## src/design/pol_pkg.sv

```systemverilog
// Package for the positional ordered list: sizes, command codes and cell control type.
`default_nettype none

package pol_pkg;

    // Number of cells in the row
    localparam int CAPACITY = 64;

    // Fixed field widths of the item interfaces
    localparam int CMD_W  = 3;
    localparam int POS_W  = 7;
    localparam int DATA_W = 8;

    // Internal widths derived from the capacity
    localparam int IDX_W  = (CAPACITY > 1) ? $clog2(CAPACITY) : 1;
    localparam int FILL_W = $clog2(CAPACITY + 1);
    // Compare width: wide enough for a position field and for the fill count
    localparam int CMP_W  = (FILL_W > POS_W) ? FILL_W : POS_W;

    // Command codes
    typedef enum logic [CMD_W-1:0] {
        CMD_INSERT = 3'd0,
        CMD_DELETE = 3'd1,
        CMD_GET    = 3'd2,
        CMD_LOCATE = 3'd3,
        CMD_CLEAR  = 3'd4
    } cmd_e;

    // Control broadcast to every cell in the row
    typedef struct packed {
        logic              ins_en;   // insert at p0, shift higher cells up
        logic              del_en;   // remove at p0, shift higher cells down
        logic [CMP_W-1:0]  p0;       // zero-based target position
        logic [CMP_W-1:0]  fill;     // entry count before the command
        logic [DATA_W-1:0] value;    // byte to insert or to look for
    } cell_ctrl_t;

endpackage

`default_nettype wire

```

## src/design/pol_if.sv

```systemverilog
// Item channel interfaces: command request and command result.
`default_nettype none

interface pol_req_if;
    import pol_pkg::*;

    logic              valid;
    logic              ready;
    logic [CMD_W-1:0]  cmd;
    logic [POS_W-1:0]  position;
    logic [DATA_W-1:0] item_value;

    modport source (output valid, cmd, position, item_value, input ready);
    modport sink   (input valid, cmd, position, item_value, output ready);
endinterface

interface pol_rsp_if;
    import pol_pkg::*;

    logic              valid;
    logic              ready;
    logic              ok;
    logic [DATA_W-1:0] read_value;
    logic [POS_W-1:0]  found_position;
    logic [POS_W-1:0]  count_now;
    logic              is_empty;

    modport source (output valid, ok, read_value, found_position, count_now, is_empty,
                    input ready);
    modport sink   (input valid, ok, read_value, found_position, count_now, is_empty,
                    output ready);
endinterface

`default_nettype wire

```

## src/design/positional_ordered_list.sv

```systemverilog
// Top level of the positional ordered list.
`default_nettype none

// Positional ordered list of up to CAPACITY bytes, addressed by 1-based position.
// Each request item carries one command (insert, delete, get, locate, clear) and
// gives exactly one result item. The entries live in a row of cells; an insert or
// delete shifts every cell above the target position in the same clock, and a
// locate compares all live cells at once, so every command is done in one update
// of the row and its result is loaded into the output register. A new request is
// taken each cycle as long as the result register is empty or is being read;
// the sustained rate is one command per cycle while results are read, set by the
// update of the cell row. Unwritten cells are never read: only places below
// the count are live. After reset the list is empty and ready at once.

module positional_ordered_list
    import pol_pkg::*;
(
    input  wire logic   clk,
    input  wire logic   rst_n,
    pol_req_if.sink     req,
    pol_rsp_if.source   rsp
);

    logic              accept;
    logic [CMP_W-1:0]  pos_w;
    logic [CMP_W-1:0]  fill_w;
    logic              ins_ok;
    logic              rd_ok;
    cell_ctrl_t        ctrl;

    logic [FILL_W-1:0] fill_reg;
    logic [FILL_W-1:0] fill_next;

    logic              out_valid_reg;
    logic              ok_reg;
    logic              ok_next;
    logic [DATA_W-1:0] read_reg;
    logic [DATA_W-1:0] read_next;
    logic [POS_W-1:0]  found_reg;
    logic [POS_W-1:0]  found_next;
    logic [POS_W-1:0]  count_reg;
    logic              empty_reg;

    logic [DATA_W-1:0]   cell_data  [CAPACITY];
    logic [DATA_W-1:0]   cell_sel   [CAPACITY];
    logic [CAPACITY-1:0] cell_match;
    logic [DATA_W-1:0]   sel_or;
    logic [FILL_W-1:0]   found_raw;
    logic [CMP_W-1:0]    found_w;
    logic [CMP_W-1:0]    fill_next_w;

    // Handshake: output register parts the two sides
    assign req.ready = !out_valid_reg || rsp.ready;
    assign accept    = req.valid && req.ready;

    // Range checks
    assign pos_w  = CMP_W'(req.position);
    assign fill_w = CMP_W'(fill_reg);
    assign ins_ok = (pos_w != '0) && ((pos_w - CMP_W'(1)) <= fill_w)
                    && (fill_w < CMP_W'(CAPACITY));
    assign rd_ok  = (pos_w != '0) && (pos_w <= fill_w);

    // Control broadcast to the row
    always_comb
    begin
        ctrl.ins_en = accept && (req.cmd == CMD_INSERT) && ins_ok;
        ctrl.del_en = accept && (req.cmd == CMD_DELETE) && rd_ok;
        ctrl.p0     = pos_w - CMP_W'(1);
        ctrl.fill   = fill_w;
        ctrl.value  = req.item_value;
    end

    // Row of cells
    for (genvar i = 0; i < CAPACITY; i++)
    begin : g_cell
        logic [DATA_W-1:0] left_d;
        logic [DATA_W-1:0] right_d;

        if (i == 0)
        begin : g_first
            assign left_d = '0;
        end
        else
        begin : g_left
            assign left_d = cell_data[i-1];
        end

        if (i == CAPACITY - 1)
        begin : g_last
            assign right_d = '0;
        end
        else
        begin : g_right
            assign right_d = cell_data[i+1];
        end

        pol_cell u_cell (
            .clk        (clk),
            .idx        (CMP_W'(i)),
            .ctrl       (ctrl),
            .left_data  (left_d),
            .right_data (right_d),
            .data       (cell_data[i]),
            .match      (cell_match[i]),
            .sel_data   (cell_sel[i])
        );
    end

    // Selected entry: at most one cell drives a nonzero value
    always_comb
    begin
        sel_or = '0;
        for (int k = 0; k < CAPACITY; k++)
        begin
            sel_or = sel_or | cell_sel[k];
        end
    end

    pol_find u_find (
        .match (cell_match),
        .found (found_raw)
    );

    assign found_w = CMP_W'(found_raw);

    // Next count and result fields
    always_comb
    begin
        fill_next  = fill_reg;
        ok_next    = 1'b0;
        read_next  = '0;
        found_next = '0;
        case (req.cmd)
            CMD_INSERT:
            begin
                ok_next = ins_ok;
                if (ins_ok)
                    fill_next = fill_reg + FILL_W'(1);
            end
            CMD_DELETE:
            begin
                ok_next = rd_ok;
                if (rd_ok)
                begin
                    fill_next = fill_reg - FILL_W'(1);
                    read_next = sel_or;
                end
            end
            CMD_GET:
            begin
                ok_next = rd_ok;
                if (rd_ok)
                    read_next = sel_or;
            end
            CMD_LOCATE:
            begin
                ok_next    = 1'b1;
                found_next = found_w[POS_W-1:0];
            end
            CMD_CLEAR:
            begin
                ok_next   = 1'b1;
                fill_next = '0;
            end
            default:
            begin
                ok_next = 1'b0;
            end
        endcase
    end

    assign fill_next_w = CMP_W'(fill_next);

    // Count and result valid
    always_ff @(posedge clk or negedge rst_n)
    begin
        if (!rst_n)
        begin
            fill_reg      <= '0;
            out_valid_reg <= 1'b0;
        end
        else
        begin
            if (accept)
            begin
                fill_reg      <= fill_next;
                out_valid_reg <= 1'b1;
            end
            else if (rsp.ready)
            begin
                out_valid_reg <= 1'b0;
            end
        end
    end

    // Result payload
    always_ff @(posedge clk)
    begin
        if (accept)
        begin
            ok_reg    <= ok_next;
            read_reg  <= read_next;
            found_reg <= found_next;
            count_reg <= fill_next_w[POS_W-1:0];
            empty_reg <= (fill_next == '0);
        end
    end

    assign rsp.valid          = out_valid_reg;
    assign rsp.ok             = ok_reg;
    assign rsp.read_value     = read_reg;
    assign rsp.found_position = found_reg;
    assign rsp.count_now      = count_reg;
    assign rsp.is_empty       = empty_reg;

endmodule

`default_nettype wire

```

## src/design/pol_cell.sv

```systemverilog
// One list cell: holds one entry, shifts with its neighbors, matches and selects.
`default_nettype none

module pol_cell
    import pol_pkg::*;
(
    input  wire logic              clk,
    input  wire logic [CMP_W-1:0]  idx,        // zero-based place of this cell
    input  wire cell_ctrl_t        ctrl,
    input  wire logic [DATA_W-1:0] left_data,  // entry of the cell below
    input  wire logic [DATA_W-1:0] right_data, // entry of the cell above
    output logic [DATA_W-1:0]      data,
    output logic                   match,
    output logic [DATA_W-1:0]      sel_data
);

    logic [DATA_W-1:0] data_reg;
    logic [DATA_W-1:0] data_next;
    logic              at_pos;
    logic              above_pos;

    assign at_pos    = (idx == ctrl.p0);
    assign above_pos = (idx > ctrl.p0);

    // Shift or load
    always_comb
    begin
        data_next = data_reg;
        if (ctrl.ins_en)
        begin
            if (at_pos)
                data_next = ctrl.value;
            else if (above_pos)
                data_next = left_data;
        end
        else if (ctrl.del_en)
        begin
            if (at_pos || above_pos)
                data_next = right_data;
        end
    end

    always_ff @(posedge clk)
    begin
        data_reg <= data_next;
    end

    assign data     = data_reg;
    // Only cells below the fill count hold live entries
    assign match    = (idx < ctrl.fill) && (data_reg == ctrl.value);
    assign sel_data = at_pos ? data_reg : '0;

endmodule

`default_nettype wire

```

## src/design/pol_find.sv

```systemverilog
// First-match finder over the row of cell match flags.
`default_nettype none

module pol_find
    import pol_pkg::*;
(
    input  wire logic [CAPACITY-1:0] match,
    output logic [FILL_W-1:0]        found  // 1-based place of first match, 0 if none
);

    logic [CAPACITY-1:0] first;

    // Isolate the lowest set flag
    assign first = match & (~match + CAPACITY'(1));

    // Encode the one-hot flag as a 1-based position
    always_comb
    begin
        found = '0;
        for (int k = 0; k < CAPACITY; k++)
        begin
            if (first[k])
                found = found | FILL_W'(k + 1);
        end
    end

endmodule

`default_nettype wire

```

## src/flat_wrapper.sv

```systemverilog
// flat-port wrapper written by rule: the top's interface ports become plain ports
module positional_ordered_list_flat import pol_pkg::*;
  (clk, rst_n, req_valid, req_cmd, req_position, req_item_value, req_ready, rsp_valid, rsp_ok, rsp_read_value, rsp_found_position, rsp_count_now, rsp_is_empty, rsp_ready);
  pol_req_if req_i ();
  pol_rsp_if rsp_i ();
  input  wire logic clk;
  input  wire logic rst_n;
  input wire logic [$bits(req_i.valid)-1:0] req_valid;
  input wire logic [$bits(req_i.cmd)-1:0] req_cmd;
  input wire logic [$bits(req_i.position)-1:0] req_position;
  input wire logic [$bits(req_i.item_value)-1:0] req_item_value;
  output wire logic [$bits(req_i.ready)-1:0] req_ready;
  output wire logic [$bits(rsp_i.valid)-1:0] rsp_valid;
  output wire logic [$bits(rsp_i.ok)-1:0] rsp_ok;
  output wire logic [$bits(rsp_i.read_value)-1:0] rsp_read_value;
  output wire logic [$bits(rsp_i.found_position)-1:0] rsp_found_position;
  output wire logic [$bits(rsp_i.count_now)-1:0] rsp_count_now;
  output wire logic [$bits(rsp_i.is_empty)-1:0] rsp_is_empty;
  input wire logic [$bits(rsp_i.ready)-1:0] rsp_ready;
  assign req_i.valid = req_valid;
  assign req_i.cmd = req_cmd;
  assign req_i.position = req_position;
  assign req_i.item_value = req_item_value;
  assign req_ready = req_i.ready;
  assign rsp_valid = rsp_i.valid;
  assign rsp_ok = rsp_i.ok;
  assign rsp_read_value = rsp_i.read_value;
  assign rsp_found_position = rsp_i.found_position;
  assign rsp_count_now = rsp_i.count_now;
  assign rsp_is_empty = rsp_i.is_empty;
  assign rsp_i.ready = rsp_ready;
  positional_ordered_list u_core (.clk(clk), .rst_n(rst_n), .req(req_i), .rsp(rsp_i));
endmodule
```

## config.mk

```make
export PLATFORM = sky130hd
export DESIGN_NAME = positional_ordered_list_flat
export DESIGN_NICKNAME = d
export VERILOG_FILES = /design/src/design/pol_pkg.sv /design/src/design/pol_if.sv /design/src/design/positional_ordered_list.sv /design/src/design/pol_cell.sv /design/src/design/pol_find.sv /design/src/flat_wrapper.sv
export SDC_FILE = /design/constraint.sdc
export NUM_CORES = 2
export LEC_CHECK = 0
export BUFFER_PORTS_ARGS = -buffer_cell sky130_fd_sc_hd__buf_4
export CAP_MARGIN = 15
export CELL_PAD_IN_SITES_DETAIL_PLACEMENT = 0
export CELL_PAD_IN_SITES_GLOBAL_PLACEMENT = 2
export CORE_ASPECT_RATIO = 1.25
export CORE_UTILIZATION = 40
export CTS_BUF_LIST = sky130_fd_sc_hd__clkbuf_4 sky130_fd_sc_hd__clkbuf_8
export DETAILED_ROUTE_END_ITERATION = 16
export PLACE_DENSITY = 0.89
export SLEW_MARGIN = 5
export SYNTH_ARGS = -nofsm -noshare
export SYNTH_HDL_FRONTEND = slang
export SYNTH_SLANG_ARGS = --single-unit
```

## constraint.sdc

```tcl
create_clock -name clk -period 7.05 [get_ports clk]
set_input_delay 0.3525 -clock clk [delete_from_list [all_inputs] [get_ports clk]]
set_output_delay 0.3525 -clock clk [all_outputs]
set_load 0.05 [all_outputs]
```

==> flow_metrics.py <==
metrics = {
    "final_layout": {
        "drive_above_1_share_pct": 10.67,
        "largest_reg_flops": 512,
        "fillers": 9631,
        "multi_input_area_sq_um": 21650,
        "seqCellArea_sq_um": 16300,
        "final_util_pct": 44.58,
        "layout.nets": 4240,
        "syn2layout_area_growth_pct": 10.45,
    },
    "yosys": {
        "yosys_warnings": 0,
        "synth_top_family_by_area": "simple AND/OR/NAND/NOR gates",
        "synth_fp_nets": 4276,
        "synth-main-ff-cell": "edfxtp_1",
        "synth_compound_area_share_pct": 15.55,
        "synth_area_leader_cell": "edfxtp_1",
        "synthTopCellsByCount": "680 x nand2_1, 536 x edfxtp_1, 450 x o21ai_0",
        "ys_ff_latch": 544,
        "yosys.area_share.simple_pct": 16.00,
        "syn_inst": 4233,
        "synth_edf_count": 536,
        "ys_top_cells_by_area": "edfxtp_1 41%, mux2i_1 11%, xnor2_1 8.9%",
        "yosysSeqAreaShare_pct": 41.39,
        "synth-xor-area-share_pct": 11.46,
        "synth_mux_area_share_pct": 10.72,
        "synth.top_cell.area_share_pct": 40.88,
        "postSynthAreaPerCell_sq_um": 9.300,
        "synth_adder_area_share_pct": 0.6674,
        "async_flop_share_pct": 1.471,
        "synthDistinctLibCells": 85,
        "synth.most_common_cell": "nand2_1",
        "syn_area_sq_um": 39370,
    },
    "critical_path": {
        "cp-start-kind": "input pin",
        "required_ns": 7.50,
        "crit_type": "in -> reg",
        "cp.arrival_ns": 6.05,
        "end_kind": "register",
        "path_max_fanout": 17,
    },
    "global_routing": {
        "track_usage_pct": 47.68,
        "grt_pass1_wl_um": 320000,
        "antenna_found_initial": 19,
        "grt_max_degree": 221,
        "grt-ovfl-total": 0,
        "grt_pass1_vias": 35380,
    },
    "floorplan": {
        "pin_count": 48,
        "rows": 128,
        "die_area_sq_um": 99690,
        "die_y_um": 352.8,
        "core_sq_um": 97530,
        "start_util_pct": 40.36,
        "die_w_um": 282.6,
    },
    "timing": {
        "clock_skew_ns": 0.06604,
        "whs_ns": 0.08915,
        "slew_viol_final": 0,
        "final_hold_viol_count": 0,
        "fin_ws_ns": 1.450,
        "setup_violations": 0,
        "rsz0062_at_grt": "false",
        "fmax_ghz": 0.1786,
        "finalCritPeriodShare_pct": 79.43,
        "tightestPinTransition_ns": 1.310,
        "slew_headroom_pct": 11.42,
        "final.setup.tns_ns": 0,
        "fin_crit_ns": 5.600,
    },
    "place": {
        "gp_congestion": 1.093,
        "hpwlAfterDp_um": 183300,
        "place_ws_ns": 0.8263,
        "io_buffers": 47,
    },
    "detailed_routing": {
        "wl_per_cell_um": 43.28,
        "drtAntennaViolNets": 0,
        "vias": 38100,
        "vias_per_cell": 6.824,
        "drt_iter0_markers": 5724,
        "drt_wl_total_um": 241600,
        "drc_errors": 0,
        "firstDrtPassIters": 8,
    },
    "clock_tree": {
        "cts_sinks": 544,
        "cts.htree.levels": 3,
        "cts.clk_slew.worst_paths_ns": 0.07,
        "ctsLongestPathBuffers": 3,
        "post-cts-setup-buffer-count": 0,
        "cts_buffers": 97,
        "clk_latency_ns": 0.86,
        "cts_tree": "built",
        "cts_root_buf": "clkbuf_8",
    },
    "power_and_ir_drop": {
        "power.leakage_uw": 0.01443,
        "irDropWorstVdd_mv": 0.1351,
        "total_power_uw": 8315,
        "power.density_nw_per_um2": 191.2,
    },
    "min_path": {
        "hold_class": "in -> reg",
    },
    "outcome": {
        "status": "completed",
    },
    "flow_run": {
        "maxCapViolations": 0,
    },
}
## stage by stage
step | std cells | area (sq um)
2_1_floorplan | 4233 | 39370
3_3_place_gp | 5389 | 41490
3_5_place_dp | 5389 | 41490
4_1_cts | 5571 | 43450
5_1_grt | 5576 | 43470
6_report | 5583 | 43480
## area by class of cell
type	instances	share of cell area [%]
inverter	36	0.3108
tap	1300	3.741
timing repair buffer	221	4.293
clock inverter	45	0.6503
antenna	10	0.05755
clock buffer	130	3.683
multi-input combinational	3297	49.79
sequential	544	37.47
## placed cells by master, fill, tap and decap left out, types with 8 or more instances in the layout
cell type	n
a221oi_1	65
edfxtp_1	536
nor2_1	199
o21ai_0	450
xor2_1	115
nand4_1	126
a222oi_1	11
buf_4	192
diode_2	10
nand2_1	680
dfrtp_1	8
xnor2_1	400
clkinv_2	11
clkbuf_8	100
nand3_1	81
clkbuf_4	30
ha_1	21
and3_1	16
nor2b_1	16
o211ai_1	30
buf_6	8
nor4_1	46
or3_1	23
nor2_2	28
mux2i_1	417
buf_12	13
a31oi_1	94
and2_1	9
a22o_1	65
clkinv_1	26
nor3_2	17
a211oi_1	12
inv_1	31
nand2b_1	12
a22oi_1	112
nor3_1	57
a21oi_1	62
## critical path, cell delays in order
cell and delay, ns:
buf_4 0.17, inv_1 0.19, ha_1 0.35, nand2b_1 0.11
o21ai_0 0.26, and2_1 0.56, inv_2 0.21, ha_1 0.37
a211oi_1 0.25, a221o_1 0.30, a32oi_1 0.15, or3_1 0.50
or2_2 0.50, inv_1 0.43, nand2_1 0.52, a31oi_1 0.81
## per-layer routing
layer | share of wire, % | track usage, %
met5 | 0.063 | 0
met1 | 36 | 56.74
met3 | 12 | 15.05
met4 | 11 | 41.30
met2 | 42 | 69.08
## cell families after synthesis
group / count (synthesis)
flops: 544
buf+inv: 392
xor+xnor: 515
compound gates: 969
fa+ha+maj: 21
simple gates: 1371
mux: 421
## repair_timing
item                      CTS  global route
gates resized for setup     0             0
hold buffers                7             0
hold endpoints to repair   12             0
## worst paths after layout
| check | startpoint | endpoint | slack [ns] | cells after the start |
|---|---|---|---|---|
| worst min register to register | u_core.g_cell[18].u_cell.data[0] | u_core.g_cell[17].u_cell.data[0] | 0.66 | 2 |
| min in group asynchronous | rst_n | u_core.fill_reg[3] | 0.54 | 3 |
| max in group asynchronous | rst_n | u_core.fill_reg[0] | 6.20 | 3 |
| worst max register to register | u_core.fill_reg[1] | u_core.g_cell[24].u_cell.data[0] | 1.49 | 13 |
| worst max-delay path | req_position[0] | u_core.g_cell[24].u_cell.data[0] | 1.45 | 16 |
| worst min-delay path | req_cmd[0] | u_core.fill_reg[1] | 0.09 | 4 |
## where the power goes
part           switching [uW]  internal, uW  total (uW)
clock                    1530          1550        3080
combinational            1120           420        1550
sequential                107          3580        3690
Note: power is estimated with default switching activity, not from simulation.
